[src/rtl/core/olid_pkg.sv]
`timescale 1ns / 1ps

package olid_pkg;

  // Field widths fixed by the interface
  localparam int ValW = 32;
  localparam int LenW = 7;
  localparam int PosW = 7;
  localparam int CmdW = 2;
  localparam int ErrW = 2;

  // Command codes
  localparam logic [CmdW-1:0] CMD_INSERT = 2'd0;
  localparam logic [CmdW-1:0] CMD_DELETE = 2'd1;
  localparam logic [CmdW-1:0] CMD_DUMP   = 2'd2;

  // Error codes
  localparam logic [ErrW-1:0] ERR_OK    = 2'd0;
  localparam logic [ErrW-1:0] ERR_RANGE = 2'd1;
  localparam logic [ErrW-1:0] ERR_FULL  = 2'd2;

  // What every cell does at each clock edge
  typedef enum logic [1:0] {
    MODE_HOLD,
    MODE_INS,
    MODE_DEL,
    MODE_ROT
  } cell_mode_t;

  // Control broadcast along the row of cells
  typedef struct packed {
    cell_mode_t      mode;
    logic [PosW-1:0] slot;
    logic [LenW-1:0] count;
    logic [ValW-1:0] value;
  } cell_bcast_t;

endpackage

[src/rtl/core/ordered_list_insert_delete.sv]
`timescale 1ns / 1ps

// Channel   Direction  Handshake            Payload
// in_       input      in_valid / in_stall  cmd, position, value
// out_      output     out_valid/out_stall  item_value, is_element, last, error_code,
//                                           length, head_value, tail_value
//
// Insert, delete, unused command: the accept cycle, then a status state that loads the
// output register when it is free; the row shifts at the accept edge.
// Dump of n entries: the accept cycle, then one result per cycle while the output does
// not stall and the row rotates; a dump of an empty list gives one status result.
// Input stalls from accept until the last result is loaded, not until it leaves; an
// output stall holds the row and the sequencer. Reset empties the list, cells keep data.

module ordered_list_insert_delete
  import olid_pkg::*;
#(
  parameter int CAPACITY = 16
) (
  input  logic                   clk,
  input  logic                   rst_n,
  input  logic                   in_valid,
  output logic                   in_stall,
  input  logic [CmdW-1:0]        in_cmd,
  input  logic [PosW-1:0]        in_position,
  input  logic signed [ValW-1:0] in_value,
  output logic                   out_valid,
  input  logic                   out_stall,
  output logic signed [ValW-1:0] out_item_value,
  output logic                   out_is_element,
  output logic                   out_last,
  output logic [ErrW-1:0]        out_error_code,
  output logic [LenW-1:0]        out_length,
  output logic signed [ValW-1:0] out_head_value,
  output logic signed [ValW-1:0] out_tail_value
);

  localparam logic [LenW-1:0] CapC = LenW'(CAPACITY);

  localparam logic [1:0] ST_IDLE = 2'd0;
  localparam logic [1:0] ST_STAT = 2'd1;
  localparam logic [1:0] ST_DUMP = 2'd2;

  logic [1:0]      state_r, state_nxt;
  logic [LenW-1:0] count_r, count_nxt;
  logic [LenW-1:0] dcnt_r, dcnt_nxt;
  logic [ErrW-1:0] err_r, err_nxt;
  logic [ValW-1:0] hd_r, hd_nxt;
  logic [ValW-1:0] tl_r, tl_nxt;

  logic            out_valid_r, out_valid_nxt;
  logic [ValW-1:0] item_r, item_nxt;
  logic            elem_r, elem_nxt;
  logic            last_r, last_nxt;
  logic [ErrW-1:0] oerr_r, oerr_nxt;
  logic [LenW-1:0] len_r, len_nxt;
  logic [ValW-1:0] head_r, head_nxt;
  logic [ValW-1:0] tail_r, tail_nxt;

  logic [ValW-1:0] cell_q [CAPACITY];
  cell_bcast_t     bcast;
  logic            accept;
  logic            out_free;
  logic            dump_last;
  logic [ErrW-1:0] op_err;
  logic [LenW-1:0] cnt_m1;
  logic [ValW-1:0] cur_head;
  logic [ValW-1:0] cur_tail;

  assign in_stall = (state_r != ST_IDLE);
  assign accept   = in_valid && !in_stall;
  assign out_free = !out_valid_r || !out_stall;
  assign cnt_m1   = count_r - 7'd1;
  assign dump_last = (LenW'(dcnt_r + 7'd1) == count_r);

  // Read head and tail from the row
  assign cur_head = (count_r != '0) ? cell_q[0] : '0;
  always_comb begin
    cur_tail = '0;
    for (int i = 0; i < CAPACITY; i++) begin
      cur_tail = cur_tail | (cell_q[i] & {ValW{(LenW'(i) == cnt_m1) && (count_r != '0)}});
    end
  end

  // Check the incoming command against the current length
  always_comb begin
    op_err = ERR_OK;
    priority if (in_cmd == CMD_INSERT) begin
      if (in_position == '0 || in_position > (count_r + 7'd1)) begin
        op_err = ERR_RANGE;
      end else if (count_r >= CapC) begin
        op_err = ERR_FULL;
      end
    end else if (in_cmd == CMD_DELETE) begin
      if (in_position == '0 || in_position > count_r) begin
        op_err = ERR_RANGE;
      end
    end else begin
      op_err = ERR_OK;
    end
  end

  // Drive the row of cells
  always_comb begin
    bcast.mode  = MODE_HOLD;
    bcast.slot  = in_position - 7'd1;
    bcast.count = count_r;
    bcast.value = in_value;
    if (accept && op_err == ERR_OK && in_cmd == CMD_INSERT) begin
      bcast.mode = MODE_INS;
    end else if (accept && op_err == ERR_OK && in_cmd == CMD_DELETE) begin
      bcast.mode = MODE_DEL;
    end else if (state_r == ST_DUMP && out_free) begin
      bcast.mode = MODE_ROT;
    end
  end

  for (genvar g = 0; g < CAPACITY; g++) begin : g_cell
    logic [ValW-1:0] left_w;
    logic [ValW-1:0] right_w;
    if (g == 0) begin : g_first
      assign left_w = '0;
    end else begin : g_mid_l
      assign left_w = cell_q[g-1];
    end
    if (g == CAPACITY - 1) begin : g_end
      assign right_w = '0;
    end else begin : g_mid_r
      assign right_w = cell_q[g+1];
    end
    olid_cell #(
      .IDX(g)
    ) u_cell (
      .clk       (clk),
      .bcast     (bcast),
      .left_data (left_w),
      .right_data(right_w),
      .wrap_data (cell_q[0]),
      .data_q    (cell_q[g])
    );
  end

  // Sequencer and output register
  always_comb begin
    state_nxt     = state_r;
    count_nxt     = count_r;
    dcnt_nxt      = dcnt_r;
    err_nxt       = err_r;
    hd_nxt        = hd_r;
    tl_nxt        = tl_r;
    out_valid_nxt = out_valid_r && out_stall;
    item_nxt      = item_r;
    elem_nxt      = elem_r;
    last_nxt      = last_r;
    oerr_nxt      = oerr_r;
    len_nxt       = len_r;
    head_nxt      = head_r;
    tail_nxt      = tail_r;
    unique case (state_r)
      ST_IDLE: begin
        if (accept) begin
          err_nxt   = op_err;
          state_nxt = ST_STAT;
          if (op_err == ERR_OK && in_cmd == CMD_INSERT) begin
            count_nxt = count_r + 7'd1;
          end else if (op_err == ERR_OK && in_cmd == CMD_DELETE) begin
            count_nxt = cnt_m1;
          end else if (in_cmd == CMD_DUMP && count_r != '0) begin
            state_nxt = ST_DUMP;
            dcnt_nxt  = '0;
            hd_nxt    = cur_head;
            tl_nxt    = cur_tail;
          end
        end
      end
      ST_STAT: begin
        if (out_free) begin
          out_valid_nxt = 1'b1;
          item_nxt      = '0;
          elem_nxt      = 1'b0;
          last_nxt      = 1'b1;
          oerr_nxt      = err_r;
          len_nxt       = count_r;
          head_nxt      = cur_head;
          tail_nxt      = cur_tail;
          state_nxt     = ST_IDLE;
        end
      end
      ST_DUMP: begin
        // Emit the head cell; the row rotates under it
        if (out_free) begin
          out_valid_nxt = 1'b1;
          item_nxt      = cell_q[0];
          elem_nxt      = 1'b1;
          last_nxt      = dump_last;
          oerr_nxt      = ERR_OK;
          len_nxt       = count_r;
          head_nxt      = hd_r;
          tail_nxt      = tl_r;
          dcnt_nxt      = dcnt_r + 7'd1;
          if (dump_last) begin
            state_nxt = ST_IDLE;
          end
        end
      end
      default: state_nxt = ST_IDLE;
    endcase
  end

  always_ff @(posedge clk) begin
    if (!rst_n) begin
      state_r     <= ST_IDLE;
      count_r     <= '0;
      dcnt_r      <= '0;
      out_valid_r <= 1'b0;
    end else begin
      state_r     <= state_nxt;
      count_r     <= count_nxt;
      dcnt_r      <= dcnt_nxt;
      out_valid_r <= out_valid_nxt;
    end
  end

  always_ff @(posedge clk) begin
    err_r  <= err_nxt;
    hd_r   <= hd_nxt;
    tl_r   <= tl_nxt;
    item_r <= item_nxt;
    elem_r <= elem_nxt;
    last_r <= last_nxt;
    oerr_r <= oerr_nxt;
    len_r  <= len_nxt;
    head_r <= head_nxt;
    tail_r <= tail_nxt;
  end

  assign out_valid      = out_valid_r;
  assign out_item_value = item_r;
  assign out_is_element = elem_r;
  assign out_last       = last_r;
  assign out_error_code = oerr_r;
  assign out_length     = len_r;
  assign out_head_value = head_r;
  assign out_tail_value = tail_r;

  // Length never passes the capacity
  a_count_cap: assert property (@(posedge clk) disable iff (!rst_n)
    count_r <= CapC)
    else $error("list length above capacity");

  // The dump index stays inside the list
  a_dump_idx: assert property (@(posedge clk) disable iff (!rst_n)
    state_r == ST_DUMP |-> dcnt_r < count_r)
    else $error("dump index past the tail");

  // A rejected command leaves the length alone
  a_err_hold: assert property (@(posedge clk) disable iff (!rst_n)
    accept && op_err != ERR_OK |=> $stable(count_r))
    else $error("rejected command changed the length");

  // The last dump result returns the sequencer to idle
  a_dump_end: assert property (@(posedge clk) disable iff (!rst_n)
    state_r == ST_DUMP && out_free && dump_last |=> state_r == ST_IDLE && out_last)
    else $error("dump did not end on its last entry");

endmodule

[src/rtl/core/olid_cell.sv]
`timescale 1ns / 1ps

module olid_cell
  import olid_pkg::*;
#(
  parameter int IDX = 0
) (
  input  logic            clk,
  input  cell_bcast_t     bcast,
  input  logic [ValW-1:0] left_data,
  input  logic [ValW-1:0] right_data,
  input  logic [ValW-1:0] wrap_data,
  output logic [ValW-1:0] data_q
);

  localparam logic [LenW-1:0] IdxC = LenW'(IDX);

  logic [ValW-1:0] data_r;
  logic [ValW-1:0] data_nxt;

  // Pick this cell's next entry from the broadcast command
  always_comb begin
    data_nxt = data_r;
    unique case (bcast.mode)
      MODE_INS: begin
        if (IdxC == bcast.slot) begin
          data_nxt = bcast.value;
        end else if (IdxC > bcast.slot && IdxC <= bcast.count) begin
          data_nxt = left_data;
        end
      end
      MODE_DEL: begin
        if (IdxC >= bcast.slot && (IdxC + 7'd1) < bcast.count) begin
          data_nxt = right_data;
        end
      end
      MODE_ROT: begin
        if ((IdxC + 7'd1) < bcast.count) begin
          data_nxt = right_data;
        end else if ((IdxC + 7'd1) == bcast.count) begin
          data_nxt = wrap_data;
        end
      end
      default: data_nxt = data_r;
    endcase
  end

  always_ff @(posedge clk) begin
    data_r <= data_nxt;
  end

  assign data_q = data_r;

endmodule
[config.mk]
export PLATFORM = sky130hd
export DESIGN_NAME = ordered_list_insert_delete
export DESIGN_NICKNAME = d
export VERILOG_FILES = /design/src/rtl/core/olid_pkg.sv /design/src/rtl/core/ordered_list_insert_delete.sv /design/src/rtl/core/olid_cell.sv
export SDC_FILE = /design/constraint.sdc
export NUM_CORES = 2
export LEC_CHECK = 0
export BUFFER_PORTS_ARGS = -buffer_cell sky130_fd_sc_hd__clkbuf_2
export CAP_MARGIN = 30
export CORE_MARGIN = 10
export CORE_UTILIZATION = 36
export CTS_CLUSTER_DIAMETER = 40
export CTS_CLUSTER_SIZE = 30
export DETAILED_ROUTE_END_ITERATION = 8
export GPL_ROUTABILITY_DRIVEN = 0
export GPL_TIMING_DRIVEN = 1
export HOLD_SLACK_MARGIN = 0.1
export PLACE_DENSITY = 0.52
export SLEW_MARGIN = 20
export SYNTH_ARGS = -nofsm -noshare
export SYNTH_HDL_FRONTEND = slang
export SYNTH_SLANG_ARGS = --single-unit
[constraint.sdc]
create_clock -name clk -period 22.9 [get_ports clk]
set_clock_uncertainty 0.1 [all_clocks]
set_input_delay 6.87 -clock clk [delete_from_list [all_inputs] [get_ports clk]]
set_output_delay 6.87 -clock clk [all_outputs]
set_load 0.05 [all_outputs]
# Word level (Yosys, flattened, before mapping)
# Index checks and enable logic that the tools add are counted.
[classes]
n_addsub = 4
n_lt_le_gt_ge = 67
n_eq_ne = 108
muxes = 138
n_bitwise = 33
reduce_logical = 99
[ops]
columns = ["cell", "count"]
rows = [
  ["$mux 32", 86],
  ["$pmux 32 s3", 16],
  ["$and 32x32->32", 16],
  ["$or 32x32->32", 15],
  ["$pmux 32 s2", 3],
  ["$eq 4x7->1 const A", 24],
  ["$ne 3x1->1 const B", 31],
  ["$eq 3x7->1 const A", 12],
  ["$reduce_and 4->1", 17],
  ["$logic_and 1x1->1", 57],
  ["$ge 4x7->1 const A", 8],
  ["$gt 4x7->1 const A", 8],
  ["$le 4x7->1 const A", 8],
  ["$lt 4x7->1 const A", 8],
  ["$mux 7", 7],
  ["$eq 2x7->1 const A", 6],
  ["$ne 2x1->1 const B", 17],
  ["$mux 2", 15],
  ["$ge 3x7->1 const A", 4],
  ["$gt 3x7->1 const A", 4],
  ["$le 3x7->1 const A", 4],
  ["$lt 3x7->1 const A", 4],
  ["$logic_not 7->1", 3],
  ["$add 7x1->7 const B", 2],
  ["other kinds (35)", 74],
]
[totals]
regBits = 702
output_inout_bits = 109
elab_cells = 479

# Longest topological paths before layout
[logic_depth]
word_depth = 21
depth_mapped = 16

# By module
# A second synthesis with hierarchy kept.
[unflattened]
cells_unflattened = 3695
hier_area_um2 = 45877.8
[by_module_without_submodules]
columns = ["mod", "instances", "cells_each", "area_per_inst_um2", "seq_area_each_um2"]
rows = [
  ["ordered_list_insert_delete", 1, 1073, 11997.8, 5535.3],
  ["olid_cell (g_cell[11].u_cell ...)", 2, 153, 2108.3, 960.9],
  ["olid_cell (g_cell[5].u_cell)", 1, 315, 2702.6, 960.9],
  ["olid_cell (g_cell[10].u_cell)", 1, 156, 2159.6, 960.9],
  ["olid_cell (g_cell[9].u_cell)", 1, 158, 2159.6, 960.9],
  ["olid_cell (g_cell[13].u_cell)", 1, 153, 2135.8, 960.9],
  ["olid_cell (g_cell[15].u_cell)", 1, 151, 2125.8, 960.9],
  ["olid_cell (g_cell[7].u_cell)", 1, 154, 2125.8, 960.9],
  ["olid_cell (g_cell[4].u_cell)", 1, 152, 2122.0, 960.9],
  ["olid_cell (g_cell[3].u_cell)", 1, 153, 2105.8, 960.9],
  ["olid_cell (g_cell[1].u_cell)", 1, 152, 2102.0, 960.9],
  ["olid_cell (g_cell[12].u_cell)", 1, 154, 2098.3, 960.9],
  ["olid_cell (g_cell[2].u_cell)", 1, 151, 2080.7, 960.9],
  ["olid_cell (g_cell[0].u_cell)", 1, 186, 2038.2, 960.9],
  ["+2 rows", "--", "--", "--", "--"],
]

# Least setup slack after synthesis
# OpenSTA, ideal clock, no wires.
[synth_path]
kind = "input -> register"
start = "in in_position[0]"
end = "reg g_cell[8].u_cell.data_r[0], enable pin"
setup_ps = 480
arrival_ps = 11489
required_time_ps = 22320
slack_ps = 10831
cell_stages = 10
cell_sequence = "buf_2 inv_1 ha_1 nor2b_1 o32a_1 o32ai_2 and2b_1 nand4_1 buf_2 a311oi_1"
[synth_via]
elab_chain_cells = 13
word_cells_on_any_way = 29
[synth_rtl]
columns = ["item", "line", "rtl"]
rows = [
  ["from (decl)", "ordered_list_insert_delete.sv:25", "input logic [PosW-1:0] in_position,"],
  ["$gt 7x7->1 / $logic_not 7->1 (equally long branches)", "ordered_list_insert_delete.sv:95, ordered_list_insert_delete.sv:89", ""],
  ["$logic_or 1x1->1", "ordered_list_insert_delete.sv:95", "if (in_position == '0 || in_position > count_r) begin"],
  ["$mux 1", "ordered_list_insert_delete.sv:95", ""],
  ["$mux 2", "ordered_list_insert_delete.sv:94", "end else if (in_cmd == CMD_DELETE) begin"],
  ["$mux 2", "ordered_list_insert_delete.sv:88", "priority if (in_cmd == CMD_INSERT) begin"],
  ["$logic_not 2->1", "ordered_list_insert_delete.sv:109, ordered_list_insert_delete.sv:111", ""],
  ["$logic_and 1x1->1", "ordered_list_insert_delete.sv:109, ordered_list_insert_delete.sv:111", ""],
  ["$logic_and 1x1->1", "ordered_list_insert_delete.sv:111", "end else if (accept && op_err == ERR_OK && in_cmd == CMD_DELETE) begin"],
  ["$mux 2", "ordered_list_insert_delete.sv:111", ""],
  ["$mux 2", "ordered_list_insert_delete.sv:109", "if (accept && op_err == ERR_OK && in_cmd == CMD_INSERT) begin"],
  ["$eq 2x2->1 / $eq 2x1->1 (equally long branches)", "olid_cell.sv:24", "unique case (bcast.mode)"],
  ["$ne 3x1->1 (no source line) (tied with other cells)", "--", ""],
  ["$reduce_and 4->1 (no source line) (*)", "--", ""],
  ["to (signal assigned)", "olid_cell.sv:49", "data_r <= data_nxt;"],
  ["to (decl)", "olid_cell.sv:18", "logic [ValW-1:0] data_r;"],
]
# Mark *: on every way between the ends. The rest lies on a longest branch, timed or not.
# A chain may end at the register's enable or synchronous reset.

# Worst setup path in the final report
[layout_path]
start = "in in_position[0]"
end = "reg g_cell[3].u_cell.data_r[11], data pin"
[layout_via]
elab_chain_cells = 12
word_cells_on_any_way = 22
[layout_rtl]
columns = ["item", "line", "rtl"]
rows = [
  ["$gt 7x7->1 / $logic_not 7->1 (equally long branches)", "ordered_list_insert_delete.sv:95, ordered_list_insert_delete.sv:89", ""],
  ["$logic_or 1x1->1", "ordered_list_insert_delete.sv:95", ""],
  ["$mux 1", "ordered_list_insert_delete.sv:95", ""],
  ["$mux 2", "ordered_list_insert_delete.sv:94", ""],
  ["$mux 2", "ordered_list_insert_delete.sv:88", ""],
  ["$logic_not 2->1", "ordered_list_insert_delete.sv:109, ordered_list_insert_delete.sv:111", ""],
  ["$logic_and 1x1->1", "ordered_list_insert_delete.sv:109, ordered_list_insert_delete.sv:111", ""],
  ["$logic_and 1x1->1", "ordered_list_insert_delete.sv:111", ""],
  ["$mux 2", "ordered_list_insert_delete.sv:111", ""],
  ["$mux 2", "ordered_list_insert_delete.sv:109", ""],
  ["$eq 2x2->1 / $eq 2x1->1 (equally long branches)", "olid_cell.sv:24", ""],
  ["$pmux 32 s3 (*)", "olid_cell.sv:24", ""],
  ["net g_cell[3].u_cell.data_nxt[11]", "olid_cell.sv:19", "logic [ValW-1:0] data_nxt;"],
  ["to (signal assigned)", "olid_cell.sv:49", ""],
  ["to (decl)", "olid_cell.sv:18", ""],
]
# Mark *: on every way through the listed nets, which the timed path passes. The rest lies on a longest branch.

==> metrics.md <==
| Metric | Value |
|---|---|
| Outcome | `finished with violations` |
| Failing checks | `DRC` |
| Postcts setup bufs | `0` |
| Core box area | `0.116 sq mm` |
| Post-synthesis sequential area ratio | `0.495` |
| Yosys cell types | `100` |
| Residual DRC | `3` |
| Drt wl/cell | `40.8 microns` |
| Maximum vdd drop | `62.2 uV` |
| Average cell area after synthesis | `10.8 sq um` |
| Tmin final | `11,480 ps` |
| Flop-to-flop setup slack | `16,690 ps` |
| CP max FO | `209` |
| Row count | `125` |
| Largest net degree at the start of global routing | `210` |
| Post-route ant nets | `0` |
| RSZ-0062 raised after global routing | `false` |
| Die height | `363 microns` |
| GRT overflow | `0` |
| Post-route setup TNS | `0 ps` |
| Mapped cell area | `0.0422 sq mm` |
| Critical path startpoint category | `input port` |
| Number of hold buffers added after CTS | `0` |
| Final Cycle Share | `0.501` |
| Synth Flop Type | `edfxtp_1` |
| Crit. End Element | `flip-flop` |
| Max Slew Vio Count | `0` |
| CTS root buffer | `clkbuf_16` |
| P_leak | `0.0193 uW` |
| Final Cell Area | `0.0493 sq mm` |
| Area grow syn2layout | `16.8%` |
| Via count | `40,800` |
| Critical Path AT | `11,850 ps` |
| Top cells by area, synth | `edfxtp_1, mux2i_1, a221o_1` |
| Synth warn | `0` |
| Synth Register Bits | `702` |
| H-tree depth | `3` |
| CP Class | `in -> reg` |
| Slew @ Worst Pin | `1270 ps` |
| Worst path required time | `23,270 ps` |
| Power per Cell Area | `89.6 mW/mm^2` |
| Clk sink count | `702` |
| Vias per inst | `7.27` |
| Latest clock arrival within the worst-skew pair | `720 ps` |
| Post-DP HPWL | `127 mm` |
| CTS resizes | `0` |
| Fmax achieved | `0.0871 GHz` |
| DP Area | `0.0451 sq mm` |
| IO Pins | `154` |
| Final Net Count | `4,035` |
| Vias in the first global route | `37,900` |
| Die ar. | `0.131 sq mm` |
| Hold crit path type | `reg -> reg` |
| Total GRT Usage | `0.333` |
| CTS tree | `done` |
| Inserted Clock Buffers | `120` |
| Mapped Cells | `3,923` |
| Top-area cell type share of the netlist area | `0.487` |
| Worst rel slew slack | `0.155` |
| Final Hold Fails | `0` |
| Initial Utilization | `0.363` |
| Die X | `363 microns` |
| DRT iter0 DRCs | `7,477` |
| Layout cells sized above 1 | `0.168` |
| Top-count cell post-synth | `edfxtp_1` |
| Clock-pin slew on the worst setup and hold paths | `70 ps` |
| Max-cap violation count | `0` |
| First-pass GRT wire length | `312 mm` |
| Cell taking the most area after synthesis | `edfxtp_1` |
| EDFF count, synth | `685` |
| Post-synth net total | `3,997` |
| Longest Clk Path Bufs | `3` |
| Drt first pass iters | `9` |
| Share of flip-flops with an asynchronous set or reset | `0` |
| Setup violators final | `0` |
| PortBufs | `153` |
| Initial antenna violation count | `25` |
| Synth top cells by count | `edfxtp_1, nand2_1, mux2i_1, a221o_1, nor2_1` |
| Total Routed Length | `228 mm` |
[cell usage in the layout, fill, tap and decap left out, types with 62 or more instances in the layout]
cell       instances
nor2_1           239
mux2_2            62
edfxtp_1         685
buf_4            143
nand2_1          567
a221o_1          261
clkbuf_2         153
o221ai_1         194
o21ai_0           80
and2_1           108
clkbuf_16        121
and3_1            62
a21oi_1          144
mux2i_1          411
[final cells by class]
type                    count  area, sq um
diodes                     17         42.5
well taps                1524         1910
multi-input cells        2796        20100
flip-flops and latches    702        20900
fillers                 11100        67000
clock buffers             138         3090
clock inverters            86         1000
inverters                  29          111
repair buffers            312         2130
[critical path, stage by stage]
cell and delay (ps):
clkbuf_2 170, inv_1 140, ha_1 200, nor2b_1 350, a31oi_1 290, nand2_1 580
nor2_1 270, a211oi_4 550, buf_12 670, buf_4 950, nor2_1 120, a221o_1 300
[routing by layer]
layer	track usage	share of wire	vias up	wire [microns]
met3	0.142	0.16	1058	37100
met4	0.209	0.075	28	17200
met2	0.462	0.40	4048	91400
met1	0.422	0.36	20100	82500
met5	0	0.00076	-	173
li1	-	-	15600	-
[power by group]
group / leakage [uW] / internal [uW] / switching [uW] / total [uW]
combinational: 0.0108 / 201 / 801 / 1000
sequential: 0.00650 / 1520 / 41.1 / 1560
clock: 0.00199 / 1130 / 729 / 1860
total: 0.0193 / 2850 / 1570 / 4420
[metrics by stage]
stage	setup slack (ps)	power [uW]	utilization	instances	hold WS (ps)
final	11420	4420	0.424	5604	404
after detailed placement	11010	2520	0.387	5354	387
after floorplan	10830	2110	-	3923	303
after global placement	11180	2520	0.386	5348	372
after global routing	11340	4480	0.424	5593	422
after CTS	11710	4360	0.422	5578	399
[registers in the layout, indices dropped and copies added (netlist names)]
name,flops
out_is_element,1
out_length,7
out_tail_value,32
out_item_value,32
out_last,1
out_head_value,32
count_r,7
hd_r,32
g_cell.u_cell.data_q,512
state_r,2
dcnt_r,7
tl_r,32
out_valid,1
err_r,2
out_error_code,2
[path summary, 6_finish.rpt]
check        cells after the start                               endpoint               startpoint
min reg2reg                      2                state_r[0]$_SDFFE_PN0P_  state_r[0]$_SDFFE_PN0P_
max reg2reg                     14  g_cell[3].u_cell.data_q[11]$_DFFE_PP_  count_r[0]$_SDFFE_PN0P_
max                             12  g_cell[3].u_cell.data_q[11]$_DFFE_PP_           in_position[0]
min                              2                state_r[0]$_SDFFE_PN0P_  state_r[0]$_SDFFE_PN0P_
[cells by family (layout without fill, tap and decap cells)]
logic type	after synthesis	after routing	share of synthesized area
other	0	17	0
adder cells (fa/ha/maj)	29	29	0.00859
AND/OR/NAND/NOR	1241	1241	0.136
buffers and inverters	425	565	0.0432
flip-flops	702	702	0.495
multiplexers	479	479	0.117
XOR/XNOR	19	19	0.00427
AO/OA/AOI/OAI	1028	1028	0.197
No activity file was read; power rests on OpenSTA's default activity.
